## config.mk

```make
export PLATFORM = sky130hd
export DESIGN_NAME = integer_to_ascii_hex_decimal_top
export DESIGN_NICKNAME = d
export VERILOG_FILES = /design/src/sv/i2a_pkg.sv /design/src/sv/i2a_cell.sv /design/src/sv/i2a_ser.sv /design/src/sv/integer_to_ascii_hex_decimal_top.sv
export VERILOG_INCLUDE_DIRS = /design/src /design/src/sv
export SDC_FILE = /design/constraint.sdc
export NUM_CORES = 2
export LEC_CHECK = 0
export BUFFER_PORTS_ARGS = -buffer_cell sky130_fd_sc_hd__buf_2
export CORE_MARGIN = 2
export CORE_UTILIZATION = 57
export CTS_CLUSTER_DIAMETER = 100
export CTS_CLUSTER_SIZE = 20
export DETAILED_ROUTE_END_ITERATION = 8
export PLACE_DENSITY_LB_ADDON = 0.2
export SLEW_MARGIN = 20
export SYNTH_ARGS = -nofsm -noshare
export SYNTH_HDL_FRONTEND = slang
export SYNTH_SLANG_ARGS = --single-unit
export TNS_END_PERCENT = 1
```

## constraint.sdc

```tcl
create_clock -name clk -period 14.65 [get_ports clk]
set_clock_uncertainty 0.2 [all_clocks]
set_input_delay 1.465 -clock clk [delete_from_list [all_inputs] [get_ports clk]]
set_output_delay 1.465 -clock clk [all_outputs]
set_load 0.05 [all_outputs]
```

## src/sv/integer_to_ascii_hex_decimal_top_macros.svh

```systemverilog
// ----------------------------------------------------------------------------
// Assertion macros for the integer to ASCII converter
// Concurrent check wrappers; they expand to nothing when SYNTH is defined.
// ----------------------------------------------------------------------------
`ifndef INTEGER_TO_ASCII_HEX_DECIMAL_TOP_MACROS_SVH
`define INTEGER_TO_ASCII_HEX_DECIMAL_TOP_MACROS_SVH

`ifndef SYNTH
// Check that is switched off while reset is held.
`define I2A_ASSERT(lbl, prop, msg) \
  lbl: assert property (@(posedge clk) disable iff (!rst_n) prop) else $error(msg);
// Check that also holds while reset is held.
`define I2A_ASSERT_ALWAYS(lbl, prop, msg) \
  lbl: assert property (@(posedge clk) prop) else $error(msg);
`else
`define I2A_ASSERT(lbl, prop, msg)
`define I2A_ASSERT_ALWAYS(lbl, prop, msg)
`endif

`endif

```

## src/sv/i2a_pkg.sv

```systemverilog
// ----------------------------------------------------------------------------
// i2a_pkg
// Shared types, constants and character helpers of the integer to ASCII
// converter.
// ----------------------------------------------------------------------------
`default_nettype none

package i2a_pkg;

  localparam int NUM_DIGITS = 10;
  localparam logic [3:0] LAST_DIGIT = 4'd9;

  typedef enum logic [1:0] {
    MODE_HEX_BYTE = 2'd0,
    MODE_HEX_WORD = 2'd1,
    MODE_UDEC     = 2'd2,
    MODE_SDEC     = 2'd3
  } mode_t;

  localparam logic [31:0] DEC_WEIGHT [NUM_DIGITS] = '{
    32'd1000000000, 32'd100000000, 32'd10000000, 32'd1000000, 32'd100000,
    32'd10000, 32'd1000, 32'd100, 32'd10, 32'd1
  };

  localparam logic [6:0] CHAR_ZERO  = 7'h30;
  localparam logic [6:0] CHAR_UPPER_A = 7'h41;
  localparam logic [6:0] CHAR_MINUS = 7'h2D;
  localparam logic [6:0] CHAR_SPACE = 7'h20;

  typedef logic [NUM_DIGITS-1:0][3:0] digit_vec_t;

  // Conversion record handed from cell to cell.
  typedef struct packed {
    mode_t      mode;
    logic       neg;
    logic [31:0] num;
    logic [31:0] rem;
    digit_vec_t digits;
    logic       started;
    logic [3:0] start_idx;
  } conv_rec_t;

  function automatic logic [6:0] hex_char(input logic [3:0] n);
    logic [6:0] c;
    if (n <= 4'd9) begin
      c = CHAR_ZERO + 7'(n);
    end else begin
      c = CHAR_UPPER_A + 7'(n) - 7'd10;
    end
    return c;
  endfunction

  function automatic logic [6:0] dec_char(input logic [3:0] d);
    return CHAR_ZERO + 7'(d);
  endfunction

endpackage

`default_nettype wire

```

## src/sv/i2a_cell.sv

```systemverilog
// ----------------------------------------------------------------------------
// i2a_cell
// One decimal digit cell: extracts the digit of its weight from the running
// remainder and hands the record on to the next cell.
// ----------------------------------------------------------------------------
`default_nettype none

module i2a_cell (
  input  wire logic               clk,
  input  wire logic               rst_n,
  input  wire logic [3:0]         idx,
  input  wire logic               en,
  input  wire logic               vld_in,
  input  wire i2a_pkg::conv_rec_t rec_in,
  output logic                    vld_out,
  output i2a_pkg::conv_rec_t      rec_out
);

  logic [31:0]        weight;
  logic [33:0]        thr [10];
  logic [33:0]        diff;
  logic [3:0]         dig;
  logic               hit;
  i2a_pkg::conv_rec_t rec_nxt;
  logic               vld_r;
  i2a_pkg::conv_rec_t rec_r;

  // The index is tied per cell, so the multiples below fold to constants.
  always_comb begin
    weight = i2a_pkg::DEC_WEIGHT[idx];
    thr[0] = 34'd0;
    for (int k = 1; k < 10; k++) begin
      thr[k] = 34'(weight) * 34'(k);
    end
    dig = 4'd0;
    for (int k = 1; k < 10; k++) begin
      if ({2'b00, rec_in.rem} >= thr[k]) begin
        dig = 4'(k);
      end
    end
    diff = {2'b00, rec_in.rem} - thr[dig];
    hit  = !rec_in.started && ((dig != 4'd0) || (idx == i2a_pkg::LAST_DIGIT));

    rec_nxt     = rec_in;
    rec_nxt.rem = diff[31:0];
    for (int j = 0; j < i2a_pkg::NUM_DIGITS; j++) begin
      if (4'(j) == idx) begin
        rec_nxt.digits[j] = dig;
      end
    end
    if (hit) begin
      rec_nxt.started   = 1'b1;
      rec_nxt.start_idx = idx;
    end
  end

  always_ff @(posedge clk) begin
    if (!rst_n) begin
      vld_r <= 1'b0;
    end else if (en) begin
      vld_r <= vld_in;
    end
  end

  always_ff @(posedge clk) begin
    if (en) begin
      rec_r <= rec_nxt;
    end
  end

  assign vld_out = vld_r;
  assign rec_out = rec_r;

endmodule

`default_nettype wire

```

## src/sv/i2a_ser.sv

```systemverilog
// ----------------------------------------------------------------------------
// i2a_ser
// Character serialiser: holds one converted number and sends its text one
// character per beat.
// ----------------------------------------------------------------------------
`default_nettype none

`include "integer_to_ascii_hex_decimal_top_macros.svh"

module i2a_ser (
  input  wire logic               clk,
  input  wire logic               rst_n,
  input  wire logic               ld_vld,
  input  wire i2a_pkg::conv_rec_t ld_rec,
  output logic                    free,
  output logic                    out_valid,
  input  wire logic               out_stall,
  output logic [6:0]              out_character,
  output logic                    out_last
);

  logic               busy_r, busy_nxt;
  logic [3:0]         pos_r, pos_nxt;
  i2a_pkg::conv_rec_t rec_r, rec_nxt;
  logic [3:0]         len;
  logic [3:0]         didx;
  logic [3:0]         digit;
  logic               last;
  logic               fire;

  always_comb begin
    unique case (rec_r.mode)
      i2a_pkg::MODE_HEX_BYTE: len = 4'd2;
      i2a_pkg::MODE_HEX_WORD: len = 4'd8;
      i2a_pkg::MODE_UDEC:     len = 4'd10 - rec_r.start_idx;
      i2a_pkg::MODE_SDEC:     len = 4'd11 - rec_r.start_idx;
      default:                len = 4'd1;
    endcase
  end

  assign last = (pos_r == len - 4'd1);
  assign fire = busy_r && !out_stall;
  assign free = !busy_r || (fire && last);

  always_comb begin
    busy_nxt = busy_r;
    pos_nxt  = pos_r;
    rec_nxt  = rec_r;
    if (free) begin
      busy_nxt = ld_vld;
      pos_nxt  = 4'd0;
      rec_nxt  = ld_rec;
    end else if (fire) begin
      pos_nxt = pos_r + 4'd1;
    end
  end

  always_ff @(posedge clk) begin
    if (!rst_n) begin
      busy_r <= 1'b0;
      pos_r  <= 4'd0;
    end else begin
      busy_r <= busy_nxt;
      pos_r  <= pos_nxt;
    end
  end

  always_ff @(posedge clk) begin
    rec_r <= rec_nxt;
  end

  // In signed mode the first character is the sign, so digits lag by one.
  always_comb begin
    didx = rec_r.start_idx + pos_r
         - ((rec_r.mode == i2a_pkg::MODE_SDEC) ? 4'd1 : 4'd0);
    digit = (didx <= i2a_pkg::LAST_DIGIT) ? rec_r.digits[didx] : 4'd0;
  end

  always_comb begin
    unique case (rec_r.mode)
      i2a_pkg::MODE_HEX_BYTE:
        out_character = i2a_pkg::hex_char(pos_r[0] ? rec_r.num[3:0] : rec_r.num[7:4]);
      i2a_pkg::MODE_HEX_WORD:
        out_character = i2a_pkg::hex_char(rec_r.num[{~pos_r[2:0], 2'b00} +: 4]);
      i2a_pkg::MODE_UDEC:
        out_character = i2a_pkg::dec_char(digit);
      i2a_pkg::MODE_SDEC: begin
        if (pos_r == 4'd0) begin
          out_character = rec_r.neg ? i2a_pkg::CHAR_MINUS : i2a_pkg::CHAR_SPACE;
        end else begin
          out_character = i2a_pkg::dec_char(digit);
        end
      end
      default: out_character = i2a_pkg::CHAR_SPACE;
    endcase
  end

  assign out_valid = busy_r;
  assign out_last  = last;

  `I2A_ASSERT(a_hold_on_stall, (busy_r && out_stall) |=> (busy_r && $stable(pos_r)), "character position moved while stalled")
  `I2A_ASSERT(a_pos_in_text, busy_r |-> (pos_r < len), "character position beyond the end of the text")
  `I2A_ASSERT(a_digit_in_range, (busy_r && rec_r.mode[1] && !(rec_r.mode == i2a_pkg::MODE_SDEC && pos_r == 4'd0)) |-> (didx <= i2a_pkg::LAST_DIGIT), "decimal digit index out of range")
  `I2A_ASSERT_ALWAYS(a_idle_in_reset, (!rst_n) |=> !busy_r, "serialiser busy after reset")

endmodule

`default_nettype wire

```

## src/sv/integer_to_ascii_hex_decimal_top.sv

```systemverilog
// ----------------------------------------------------------------------------
// integer_to_ascii_hex_decimal_top
// Converts a 32-bit value to ASCII hex or decimal text, one character a beat.
// ----------------------------------------------------------------------------
// Each input beat carries a 32-bit number and a mode: 0 gives two upper-case
// hex digits of the low byte, 1 gives eight hex digits, 2 gives unsigned
// decimal without leading zeros and 3 gives signed decimal led by '-' or a
// space (zero prints as "0" or " 0"). Every output beat carries one character,
// and out_last marks the final character of a number. The output runs at one
// character per cycle while out_stall is low; a number has 2 characters in
// mode 0, 8 in mode 1, 1 to 10 in mode 2 and 2 to 11 in mode 3. A number
// waiting in the last cell follows the one before with no gap on the output.
// The decimal digits are produced by a row of ten digit cells, one per power
// of ten, behind a register that takes the magnitude; an input beat passes
// through that register, the cells and the serialiser register before its
// first character appears. Input beats are taken every cycle while the row
// has room; the row stalls as a whole only when its last cell holds a number
// that the serialiser cannot yet take.
// ----------------------------------------------------------------------------
`default_nettype none

module integer_to_ascii_hex_decimal_top (
  input  wire logic        clk,
  input  wire logic        rst_n,
  input  wire logic        in_valid,
  output logic             in_stall,
  input  wire logic [1:0]  in_mode,
  input  wire logic [31:0] in_number,
  output logic             out_valid,
  input  wire logic        out_stall,
  output logic [6:0]       out_character,
  output logic             out_last
);

  logic                       en;
  logic                       ser_free;
  logic                       prep_vld_r;
  i2a_pkg::conv_rec_t         prep_rec_r;
  i2a_pkg::conv_rec_t         prep_rec_nxt;
  logic [i2a_pkg::NUM_DIGITS:0] chain_vld;
  i2a_pkg::conv_rec_t         chain_rec [i2a_pkg::NUM_DIGITS+1];

  // The whole row moves together whenever the last cell is empty or its
  // number is being handed to the serialiser in this cycle.
  assign en       = !chain_vld[i2a_pkg::NUM_DIGITS] || ser_free;
  assign in_stall = !en;

  // Front register: the sign is settled here and the magnitude is taken,
  // so the most negative value enters the cells as its unsigned magnitude.
  always_comb begin
    prep_rec_nxt.mode      = i2a_pkg::mode_t'(in_mode);
    prep_rec_nxt.neg       = (in_mode == i2a_pkg::MODE_SDEC) && in_number[31];
    prep_rec_nxt.num       = in_number;
    prep_rec_nxt.rem       = prep_rec_nxt.neg ? (32'd0 - in_number) : in_number;
    prep_rec_nxt.digits    = '0;
    prep_rec_nxt.started   = 1'b0;
    prep_rec_nxt.start_idx = 4'd0;
  end

  always_ff @(posedge clk) begin
    if (!rst_n) begin
      prep_vld_r <= 1'b0;
    end else if (en) begin
      prep_vld_r <= in_valid;
    end
  end

  always_ff @(posedge clk) begin
    if (en) begin
      prep_rec_r <= prep_rec_nxt;
    end
  end

  assign chain_vld[0] = prep_vld_r;
  assign chain_rec[0] = prep_rec_r;

  // Cell g works out the digit of weight ten to the power (9 - g).
  for (genvar g = 0; g < i2a_pkg::NUM_DIGITS; g++) begin : g_cell
    i2a_cell u_cell (
      .clk     (clk),
      .rst_n   (rst_n),
      .idx     (4'(g)),
      .en      (en),
      .vld_in  (chain_vld[g]),
      .rec_in  (chain_rec[g]),
      .vld_out (chain_vld[g+1]),
      .rec_out (chain_rec[g+1])
    );
  end

  i2a_ser u_ser (
    .clk           (clk),
    .rst_n         (rst_n),
    .ld_vld        (chain_vld[i2a_pkg::NUM_DIGITS]),
    .ld_rec        (chain_rec[i2a_pkg::NUM_DIGITS]),
    .free          (ser_free),
    .out_valid     (out_valid),
    .out_stall     (out_stall),
    .out_character (out_character),
    .out_last      (out_last)
  );

endmodule

`default_nettype wire

```

Yosys cells after proc, flatten, opt, wreduce, memory -nomap -nowiden
Memories as Yosys holds them, arrays and structs flattened. Cells that the tools add are included.

Word-level logic and storage cells: 453. Bits of input ports: 38. Memories: 9. Output and inout bits: 10. ROM bits: 4896. Bits in registers: 1054.

Reductions and logical operators: 38. Eq/ne operators: 5. Shift operators: 1. Order comparisons: 103. $add $sub $neg: 23. Bitwise operators: 11. Mux-type cells: 119.

Memories: (no name shown) (depth 16, bits a word 34, read ports 1, clocked after memory_dff 0, write ports 0, line i2a_cell.sv:41) `diff = {2'b00, rec_in.rem} - thr[dig];`; (no name shown) (depth 16, bits a word 34, read ports 1, clocked after memory_dff 0, write ports 0, line i2a_cell.sv:41); (no name shown) (depth 16, bits a word 34, read ports 1, clocked after memory_dff 0, write ports 0, line i2a_cell.sv:41); (no name shown) (depth 16, bits a word 34, read ports 1, clocked after memory_dff 0, write ports 0, line i2a_cell.sv:41); (no name shown) (depth 16, bits a word 34, read ports 1, clocked after memory_dff 0, write ports 0, line i2a_cell.sv:41); (no name shown) (depth 16, bits a word 34, read ports 1, clocked after memory_dff 0, write ports 0, line i2a_cell.sv:41); 3 more memories.

Operators with widths (count): $mux W32 (19); $sub A32 B32 Y32 (9); $ge A32 B10 Y1 const B (5); $ge A32 B20 Y1 const B (5); $ge A32 B30 Y1 const B (5); $ge A32 B33 Y1 const B (4); $ge A32 B13 Y1 const B (4); $ge A32 B17 Y1 const B (4); $ge A32 B23 Y1 const B (4); $ge A32 B27 Y1 const B (4); $ge A32 B3 Y1 const B (4); $ge A32 B7 Y1 const B (4); $mux W3 (40); $ge A32 B16 Y1 const B (3); $ge A32 B19 Y1 const B (3); $ge A32 B26 Y1 const B (3); $ge A32 B29 Y1 const B (3); $ge A32 B4 Y1 const B (3); $ge A32 B6 Y1 const B (3); $ge A32 B9 Y1 const B (3); $mux W4 (22); $ge A32 B12 Y1 const B (2); $ge A32 B14 Y1 const B (2); $ge A32 B15 Y1 const B (2); other kinds (46) (140).

Depth between registers and ports, before layout
Word-level depth: 15. Gate-level depth with buffers: 26. Mapped depth without buffers: 25.

By module
Synthesis repeated with hierarchy kept, for this count alone.

Cells, all modules: 22766. Area, all modules: 200481.0 um^2.

Modules (own cells, without submodules): i2a_cell at g_cell[3].u_cell ... (area an instance 19500.0 um^2, cells an instance 2248, seq. area each 3383.2 um^2, times used 4); i2a_cell at g_cell[5].u_cell (area an instance 19540.0 um^2, cells an instance 2224, seq. area each 3383.2 um^2, times used 1); i2a_cell at g_cell[4].u_cell (area an instance 19347.3 um^2, cells an instance 2275, seq. area each 3383.2 um^2, times used 1); i2a_cell at g_cell[2].u_cell (area an instance 19342.3 um^2, cells an instance 2232, seq. area each 3383.2 um^2, times used 1); i2a_cell at g_cell[1].u_cell (area an instance 19294.8 um^2, cells an instance 2231, seq. area each 3383.2 um^2, times used 1); i2a_cell at g_cell[9].u_cell (area an instance 19164.6 um^2, cells an instance 2187, seq. area each 3383.2 um^2, times used 1); i2a_cell at g_cell[0].u_cell (area an instance 18935.7 um^2, cells an instance 2179, seq. area each 3383.2 um^2, times used 1); i2a_ser (area an instance 4050.1 um^2, cells an instance 267, seq. area each 2472.4 um^2, times used 1); integer_to_ascii_hex_decimal_top (area an instance 2806.4 um^2, cells an instance 179, seq. area each 2001.9 um^2, times used 1).

Worst setup path before layout
No wires, ideal clock.

Path kind: register to output. Start: register u_ser.rec_r[0] (netlist name). End: output port in_stall. Cell stages (with the launch flop): 12. Arrival: 16.461 ns. Setup slack: -3.476 ns. Required time: 12.985 ns. Buffers on the path: 1. Cells stage by stage: edfxtp_1 -> ha_1 -> a21oi_1 -> a21oi_1 -> ha_1 -> xor2_1 -> xnor2_1 -> nand4_1 -> o21a_1 -> nand2_1 -> buf_2 -> inv_1.

Cells in the longest elaborated chain, start to end: 8. Elaborated cells on any way between the ends: 9. Classes of those cells: add/sub: 3; eq/ne: 1; mux: 1; reduce/logical: 4.

Ends and longest elaborated chain: start, declared (line i2a_ser.sv:24) `i2a_pkg::conv_rec_t rec_r, rec_nxt;`; start signal, assigned (line i2a_ser.sv:69) `rec_r <= rec_nxt;`; $sub A4 B4 Y4 (on tied branches) (line i2a_ser.sv:36, i2a_ser.sv:35); $pmux W4 S4 * (line i2a_ser.sv:32) `unique case (rec_r.mode)`; $sub A4 B1 Y4 * (line i2a_ser.sv:41) `assign last = (pos_r == len - 4'd1);`; $eq A4 B4 Y1 * (line i2a_ser.sv:41); $logic_and A1 B1 Y1 * (line i2a_ser.sv:43) `assign free = !busy_r || (fire && last);`; $logic_or A1 B1 Y1 * (line i2a_ser.sv:43); $logic_or A1 B1 Y1 * (line integer_to_ascii_hex_decimal_top.sv:45) `assign en = !chain_vld[i2a_pkg::NUM_DIGITS] || ser_free;`; $logic_not A1 Y1 * (line integer_to_ascii_hex_decimal_top.sv:46) `assign in_stall = !en;`; end, declared (line integer_to_ascii_hex_decimal_top.sv:26) `output logic in_stall,`.

Every way passes the cells marked *; elsewhere a longest branch is shown, timed or not.

Worst setup path after layout
Start: register g_cell[1].u_cell.rec_r (netlist bit g_cell[1].u_cell.rec_out[75]). End: register g_cell[2].u_cell.rec_r (netlist bit g_cell[2].u_cell.rec_out[72]) (data pin).

Elaborated cells on any way between the ends: 23. Classes of those cells: add/sub: 1; order compare: 9; mux: 11; bitwise: 1; memory: 1.

RTL lines: start, declared (line i2a_cell.sv:26) `i2a_pkg::conv_rec_t rec_r;`; start signal, assigned (line i2a_cell.sv:67) `rec_r <= rec_nxt;`; $ge A32 B27 Y1 (line i2a_cell.sv:37) `if ({2'b00, rec_in.rem} >= thr[k]) begin`; $mux W4 (line i2a_cell.sv:37); $mux W4 * (line i2a_cell.sv:37); via g_cell[2].u_cell.dig[3] (line i2a_cell.sv:22) `logic [3:0] dig;`; $not A4 Y5 (not written as such) * (line i2a_cell.sv:41); $mem_v2 Z16 W34 *; $mux W32 (not written as such) * (2 in a row) (line i2a_cell.sv:41); $sub A32 B32 Y32 * (line i2a_cell.sv:41); via g_cell[2].u_cell.diff[27] (line i2a_cell.sv:21) `logic [33:0] diff;`; end signal, assigned (line i2a_cell.sv:67); end, declared (line i2a_cell.sv:26).

Mark *: on every way through the listed nets, which the timed path passes. The rest lies on a longest branch. The select of a mux whose other input is x is not followed. A chain may end at the register's enable or synchronous reset.

==> flow_metrics.env <==
export IMPL_status="finished, final reports clean"
export IMPL_wl_met2_mm=41.5
export IMPL_vias_per_cell=5.81
export IMPL_syn_cell_area_sq_um=46100
export IMPL_grt_pass1_vias=25032
export IMPL_place_ws_ns=8.06
export IMPL_highest_layer="met4"
export IMPL_wl_per_cell_um=19.0
export IMPL_hold_viol_final=0
export IMPL_place_gp_congestion=0.870
export IMPL_power_frac_comb_pct=26.3
export IMPL_ys_types=108
export IMPL_power_switching_mw=2.79
export IMPL_worst_setup_path_endpoint="g_cell[2].u_cell.rec_out[72]"
export IMPL_synth_edf_count=1017
export IMPL_synth_ff_type="edfxtp_1"
export IMPL_start_util_pct=57.4
export IMPL_finalHoldWorstSlack_ns=0.166
export IMPL_p_leak_nw=18.3
export IMPL_drv_cap=0
export IMPL_grt_usage_pct=20.3
export IMPL_setup_viol=0
export IMPL_clk_latency_ns=0.66
export IMPL_cts_tree="yes"
export IMPL_cp_max_fo=8
export IMPL_drc=0
export IMPL_grt_start_max_net_pins=236
export IMPL_tightest_slew_ns=1.05
export IMPL_dr_total_vias=25830
export IMPL_r2r_slack_ns=7.98
export IMPL_ios=48
export IMPL_wl_met1_mm=37.7
export IMPL_clkPwrFrac_pct=19.5
export IMPL_numCtsBuffers=59
export IMPL_hp_class="reg -> reg"
export IMPL_seqPwrFrac_pct=54.2
export IMPL_cts_path_max_buffers=3
export IMPL_portBuffers=47
export IMPL_design_area_sq_um=49200
export IMPL_grt_ovfl_total=0
export IMPL_drtPass1Iterations=6
export IMPL_first_iter_violations=2127
export IMPL_final_cell_count_no_fill=4442
export IMPL_dpl_cell_area_sq_um=47500
export IMPL_cts_root_buf="clkbuf_16"
export IMPL_synth_cells=3293
export IMPL_post_cts_resize_count=0
export IMPL_yosysWarningCount=0
export IMPL_powerDensity_nw_per_um2=172
export IMPL_die_area_sq_um=83100
export IMPL_cts_setup_buffers=0
export IMPL_rr_endpoint="g_cell[2].u_cell.rec_out[72]"
export IMPL_wirelength_mm=84.5
export IMPL_htree_levels=2
export IMPL_relSlewSlack_pct=30.0
export IMPL_hold_buffers=0
export IMPL_cp_required_ns=14.80
export IMPL_whs_path_depth=0
export IMPL_synth_fp_nets=3520
export IMPL_r2r_start="g_cell[1].u_cell.rec_out[75]"
export IMPL_syn_to_final_growth_pct=6.92
export IMPL_rows=104
export IMPL_async_reset_ff_share_pct=0
export IMPL_layout_worst_path_cycle_share_pct=45.5
export IMPL_wl_met3_mm=3.23
export IMPL_grt_pass1_wl_mm=134
export IMPL_drive_gt1_share_pct=7.53
export IMPL_fmax_mhz=150
export IMPL_vdd_ir_drop_max_v=0.000158
export IMPL_setup_tns_final_ns=0
export IMPL_fp_dieH_um=288
export IMPL_rsz0062_at_grt="false"
export IMPL_ys_ff_latch=1033
export IMPL_fin_ws_ns=7.98
export IMPL_yosysSeqAreaShare_pct=67.0
export IMPL_finalCriticalPeriod_ns=6.67
export IMPL_place_hpwl_mm=58.8
export IMPL_p_int_mw=5.66
export IMPL_switching_share_pct=33.0
export IMPL_cts_sinks=1033
export IMPL_placed_cells=4348
export IMPL_power_mw=8.45
export IMPL_slew_violations=0
export IMPL_antenna_found_initial=7
export IMPL_final_util_pct=61.3
export IMPL_setup_worst_path_end_class="flip-flop"
export IMPL_die_x_um=288
export IMPL_syn_avg_cell_area_sq_um=14.0
export IMPL_clk_pin_slew_ns=0.08
export IMPL_drtAntennaViolNets=0
export IMPL_reg2regPathDepth=24
export IMPL_worstPathArrival_ns=6.82
export IMPL_path_class="reg -> reg"
export IMPL_core_area_sq_um=80300
export IMPL_min_delay_start="g_cell[6].u_cell.rec_out[22]"
export IMPL_fin_nets=3577
export IMPL_crit_path_start="g_cell[1].u_cell.rec_out[75]"
export IMPL_crit_path_start_kind="flip-flop"
worst min-delay path by stage:
stage                                    endpoint  slack (ns)
finish               g_cell[7].u_cell.rec_out[22]        0.17
global route         g_cell[7].u_cell.rec_out[22]        0.16
CTS                 g_cell[4].u_cell.rec_out[111]        0.15
detailed placement  g_cell[0].u_cell.rec_out[106]        0.20
global placement    g_cell[8].u_cell.rec_out[108]        0.20
floorplan           g_cell[0].u_cell.rec_out[100]        0.20
critical path, cell delays in order (launching register included):
cell,delay (ns)
edfxtp_1,0.49
or4_1,0.61
nor2_1,0.40
and3_1,0.28
and3_1,0.19
nand4b_1,0.09
nand3_1,0.30
inv_1,0.18
a22oi_2,0.24
nand3_1,0.24
inv_1,0.22
ha_1,0.20
nor2_1,0.06
o21bai_1,0.15
a21o_1,0.21
ha_1,0.35
a21o_1,0.22
or3_1,0.33
o211ai_1,0.23
a21oi_1,0.17
o211ai_1,0.32
a311oi_1,0.17
o21ai_0,0.30
nand2b_1,0.11
xnor2_1,0.14
power by group through the flow:
stage	registers (mW)	logic, mW	clock network, mW
finish	4.58	2.22	1.65
global route	4.66	2.48	1.80
CTS	4.57	2.22	1.70
detailed placement	4.63	2.20	0
global placement	4.61	2.18	0
floorplan	4.28	1.85	0
cells in the final DEF (no fill, tap or decap), types with 53 or more instances in the layout:
cell type	Yosys	layout
edfxtp_1	1017	1017
nor2_1	227	227
nand2_1	181	180
ha_1	179	179
inv_1	158	157
o21ai_0	144	144
xnor2_1	143	143
a21oi_1	137	137
xor2_1	97	97
nor3_1	72	72
nand3_1	60	60
clkbuf_16	0	59
nor4_1	57	57
nor2b_1	53	53
routing by layer:
| metal | vias up | GRT usage, % |
|---|---|---|
| met1 | 12500 | 28.4 |
| met5 | - | 0 |
| met4 | 0 | 5.63 |
| li1 | 12582 | - |
| met3 | 143 | 2.20 |
| met2 | 605 | 34.0 |
cell families (layout without fill, tap and decap cells):
logic type	count (synthesis)	count (layout)	share of synthesized area [%]
flops	1033	1033	67.0
other cells	0	7	0
compound gates	644	644	9.53
xor+xnor	240	240	4.56
simple gates	912	912	10.4
mux	44	44	1.29
buf+inv	229	311	1.91
fa+ha+maj	191	191	5.34
cell type report:
type,instances,area (sq um)
Multi-Input combinational cell,2031,14300
Inverter,163,612
Clock inverter,9,150
Fill cell,5928,31000
Tap cell,1060,1330
Antenna cell,7,17.5
Sequential cell,1033,30900
Timing Repair Buffer,62,400
Clock buffer,77,1540
flip-flops by register name, summed over array words and instances (netlist names):
register	cells
u_ser.out_valid	1
u_ser.rec_r	78
g_cell.u_cell.vld_out	10
chain_rec	66
u_ser.pos_r	4
prep_vld_r	1
g_cell.u_cell.rec_out	873
synth_stat cells, drive strengths merged, types with 12 or more instances:
master / instances / share of area [%]
or4: 24 / 0.43
a31oi: 29 / 0.46
o21ai: 158 / 1.7
nand4: 21 / 0.29
a211oi: 26 / 0.42
nor4: 66 / 1.0
nand3b: 20 / 0.33
ha: 179 / 4.9
nor2b: 53 / 0.72
nor2: 227 / 1.9
a21oi: 141 / 1.6
clkbuf: 54 / 0.44
a21boi: 25 / 0.41
a41oi: 13 / 0.26
and2: 23 / 0.31
xnor2: 143 / 2.7
buf: 12 / 0.14
nand2b: 38 / 0.52
a311oi: 13 / 0.29
edfxtp: 1017 / 66
nand3: 60 / 0.65
xor2: 97 / 1.8
mux2i: 22 / 0.48
inv: 162 / 1.3
dfxtp: 16 / 0.70
or3: 25 / 0.34
o21a: 31 / 0.52
nand2: 181 / 1.5
nand4b: 14 / 0.27
or2: 44 / 0.60
nor3: 75 / 0.85
a21o: 40 / 0.65
and3: 17 / 0.23
o31ai: 23 / 0.40
o211ai: 22 / 0.39
o21bai: 21 / 0.34
No activity file was read; power rests on OpenSTA's default activity.
